--- src/rtl/shs_ram.sv ---
module shs_ram #(
    parameter int WIDTH = 8,
    parameter int DEPTH = 16
) (
    input  logic                     clk,
    input  logic                     we,
    input  logic [$clog2(DEPTH)-1:0] waddr,
    input  logic [WIDTH-1:0]         wdata,
    input  logic                     re,
    input  logic [$clog2(DEPTH)-1:0] raddr,
    output logic [WIDTH-1:0]         rdata
);

    logic [WIDTH-1:0] mem [DEPTH];
    logic [WIDTH-1:0] rdata_reg;

    always_ff @(posedge clk)
    begin
        if (we)
        begin
            mem[waddr] <= wdata;
        end
        if (re)
        begin
            rdata_reg <= mem[raddr];
        end
    end

    assign rdata = rdata_reg;

endmodule

--- config.mk ---
export PLATFORM = sky130hd
export DESIGN_NAME = shs_ram
export DESIGN_NICKNAME = d
export VERILOG_FILES = /design/src/rtl/shs_ram.sv
export SDC_FILE = /design/constraint.sdc
export NUM_CORES = 1
export LEC_CHECK = 0
export ABC_AREA = 1
export BUFFER_PORTS_ARGS = -buffer_cell sky130_fd_sc_hd__buf_2
export CELL_PAD_IN_SITES_DETAIL_PLACEMENT = 1
export CELL_PAD_IN_SITES_GLOBAL_PLACEMENT = 1
export CORE_ASPECT_RATIO = 1.5
export CORE_UTILIZATION = 30
export CTS_CLUSTER_DIAMETER = 80
export DETAILED_ROUTE_END_ITERATION = 10
export HOLD_SLACK_MARGIN = 0.02
export MAX_ROUTING_LAYER = met4
export PLACE_DENSITY = 0.63
export REMOVE_ABC_BUFFERS = 1
export SYNTH_ARGS = -nofsm -noshare
export SYNTH_HDL_FRONTEND = slang
export SYNTH_SLANG_ARGS = --single-unit
export TNS_END_PERCENT = 30
--- constraint.sdc ---
create_clock -name clk -period 1.5 [get_ports clk]
set_input_delay 0.3 -clock clk [delete_from_list [all_inputs] [get_ports clk]]
set_output_delay 0.3 -clock clk [all_outputs]
set_load 0.01 [all_outputs]
; Yosys cells after proc, flatten, opt, wreduce, memory -nomap -nowiden
; Memory sizes are Yosys's and may differ from the RTL's. A register that Yosys moved wholly into a read port is not among the register bits.
; Index checks and enable logic that the tools add are counted.
[totals]
n_memories = 1
reg_bits = 0
mem_bits_rw = 128
output_inout_bits = 8
[classes]
n_mux = 2
[mem_list]
columns = memory, words, word_bits, read_ports, rd_ports_with_merged_regs, write_ports, line
row1 = mem, 16, 8, 1, 1, 1, 14  ; logic [WIDTH-1:0] mem [DEPTH];
[op_table]
columns = operator, n
row1 = $mux W1, 2

; Logic depth before layout (Yosys ltp)
[logic_depth]
depth_word = 2
mapped_depth = 8
ltp_nobuf = 7

; Worst setup path after synthesis
; Ideal clock, no wire load.
[synth_path]
path_kind = input to register
startpoint = in waddr[2]
endpoint = mem mem[10][0], enable pin
cell_stages = 2
path_buffers = 0
setup_slack_ns = 0.249
required_ns = 1.130
arrival_time_ns = 0.881
setup_time_ns = 0.370
path_cell_list = nand3b_1 nor2_1
[synth_lines]
columns = element, line
row1 = start: declaration, 7  ; input logic [$clog2(DEPTH)-1:0] waddr,
row2 = end: declaration, 14
; No word-level cell before the write port.

; Worst setup path after layout
[layout_path]
startpoint = reg rdata_reg[1] (netlist: rdata[1]) (read register of mem)
endpoint = out rdata[1]
[layout_lines]
columns = element, line
row1 = start: declaration, 15  ; logic [WIDTH-1:0] rdata_reg;
row2 = end: declaration, 11  ; output logic [WIDTH-1:0] rdata
; No word-level cell between the ends.

==> summary.txt <==
Outcome
  – Run status: complete, no violations

Critical path
  – Setup slack, reg-to-reg: 0.32 ns
  – CP cell instances: buf_2
  – CP startpoint kind: register
  – CP bufs+invs: 1
  – WP data required: 1.20 ns
  – FF-to-FF End: rdata[7]
  – Crit path max-delay family: flip-flops
  – CP startpoint: rdata[1]
  – Slowest cell delay on critical path: 0.39 ns
  – Worst-path fanout max: 1
  – Slowest library cell on the worst path: edfxtp_1
  – R2R cell count: 6
  – Reg2Reg Launch Point: mem[13][7]
  – Crit path DAT: 0.97 ns
  – CP Class: register to output pin
  – Worst Setup EP: rdata[1]
  – Critical Path Stages: 1
  – Worst setup EP type: output pin

Synth
  – Top-count cell post-synth: nand2_1
  – Post-synth EDFFs: 136
  – Syn avg cell area: 10.6 um^2
  – Yosys warnings: 0
  – Syn Std Cell Area: 5850 um^2
  – Main area contributors after synthesis: edfxtp_1, nand2_1, nand3_1
  – Yosys reg bits: between 100 and 150
  – Cells after Synth: 551
  – Sequential fraction of the synthesis area: 0.698
  – Commonest cells post-synth: nand2_1, edfxtp_1, inv_1, nand3_1, nor2_1
  – Netlist cell types: 11
  – Top cell type's share of synthesized area: 0.698
  – Async set-reset flop share out of synthesis: 0
  – Synth area leader: edfxtp_1
  – Top FF cell, synth: edfxtp_1

Global routing
  – Vias in the first global route: ~4200
  – GRT Util Overall: 0.171
  – Initial antenna violation count: 0
  – Largest net degree at the start of global routing: 39
  – Total gr overflow: 0
  – Global-route wire length before repair: 24200 um

Power and ir drop
  – Total power: 8.84 mW
  – Pwr dens: between 1000 and 1500 nW/um^2
  – Leakage: 2.96 nW
  – Peak VDD IR: 769 uV

Cells and area
  – Reg area: 4080 um^2
  – P&R area growth vs syn: 18.9%
  – # fillers: approximately 2200
  – Max reg flops: 128
  – Antenna cells: 0
  – Multi-input gate area: 1210 um^2
  – Nets: a little over 600
  – Layout cells sized above 1: 0.133

CTS
  – Post-CTS Resized: 0
  – Clk_lat worst skew: 0.42 ns
  – Root Driver: clkbuf_16
  – Clk pin slew, worst setup/hold paths: around 0.060 ns
  – H-tree depth: 4
  – CTS tree: built
  – Post CTS Setup Buffer Count: 0
  – Hold_buf cts: 0
  – Clock Path Buffers: 2
  – Num Clock Sinks: 136
  – Num CTS Buffers: 17

Drt
  – DR pass1 iterations: 4
  – Antenna-violating nets left: 0
  – Avg WL per Cell: 17.8 um
  – Initial DRC Count: 226
  – Total routed wirelength: ~15000 um
  – Vias per inst: 4.52
  – Vias after detailed routing: 3914
  – DR DRC count: 0

Floorplanning
  – Row count: between 60 and 70
  – DIE AREA: between 20000 and 25000 um^2
  – Die extent in y: 173 um
  – Die X: 116 um
  – Core ar.: 19100 um^2
  – Initial core utilization: 0.306
  – # IOs: 27

Place
  – Routability congestion estimate: ~0.83
  – Post-DP HPWL: ~11000 um
  – PortBufs: 26

Timing
  – Worst hold margin: approximately 0.25 ns
  – Min Tclk post-route: 1.27 ns
  – Slew Viols, Final: 0
  – Fmax: approximately 790 MHz
  – Setup TNS: 0 ns
  – Final setup fails: 0
  – Worst Tran Pin Value: 0.657 ns
  – Final Skew: 0.0122 ns
  – Unrepaired setup endpoints after global routing: false
  – Final Hold Fails: 0
  – Slew HR: 0.562
  – Share of the clock period used by the worst path after layout: 0.844

Run
  – Max-cap violations: 0

Min path
  – Hold path depth: 1
  – Min-Delay Path Class: input pin to register
[cell usage in the layout (no fill, tap or decap)]
master	netlist	routed
nand2_1	173	173
edfxtp_1	136	136
inv_1	100	100
nand3_1	97	97
buf_2	13	26
buf_4	4	21
nor2_1	17	17
clkbuf_16	0	17
buf_12	0	5
clkinv_1	0	3
clkinv_4	0	3
inv_2	2	2
nand3b_1	2	2
clkinv_2	0	2
bufinv_16	0	2
clkinvlp_4	0	2
clkbuf_1	0	1
inv_6	0	1
[kinds of logic (layout without fill, tap and decap cells)]
| logic type | count (synthesis) | in the layout | share of synthesized area |
|---|---|---|---|
| buffers and inverters | 126 | 185 | 0.0939 |
| AND/OR/NAND/NOR | 289 | 289 | 0.208 |
| flip-flops | 136 | 136 | 0.698 |
[per-stage QoR]
stage,utilization,std cells,instance area [um^2],setup WS (ns)
after global placement,0.335,835,6390,-0.0596
after CTS,0.364,866,6950,0.197
after global routing,0.364,866,6950,0.188
after detailed placement,0.335,835,6390,-0.0951
final,0.364,866,6950,0.234
after floorplan,-,527,5680,0.0794
[worst register-to-register path, cell delays in order, from the launching register on]
cell	delay (ns)
edfxtp_1	0.36
inv_1	0.07
nand2_1	0.05
nand3_1	0.10
nand3_1	0.16
nand3_1	0.14
nand2_1	0.05
[per-layer routing]
layer  share of wire  routed length (um)  vias to the layer above  track usage
li1                -                   -                     1873            -
met4           0.023                 348                        0       0.0668
met3           0.021                 328                       24       0.0249
met1            0.41                6250                     1961        0.193
met5               0                   0                        -            -
met2            0.55                8500                       56        0.300
[worst min-delay path by stage]
stage	from	to	slack, ns
floorplan	wdata[0]	mem[0][0]	0.40
global route	re	rdata[6]	0.25
detailed placement	re	rdata[6]	0.68
CTS	re	rdata[6]	0.24
global placement	re	rdata[0]	0.67
finish	re	rdata[6]	0.25
[layout make-up]
class	count	area share
flip-flops and latches	136	0.588
multi-input cells	289	0.175
clock buffers	18	0.0618
repair buffers	52	0.0558
inverters	102	0.0551
well taps	256	0.0461
clock inverters	13	0.0189
[power by group]
group	switching, mW	internal [mW]	total (mW)
clock network	1.55	2.42	3.97
registers	0.0246	4.28	4.31
logic	0.392	0.170	0.562
No activity file was read; power rests on OpenSTA's default activity.
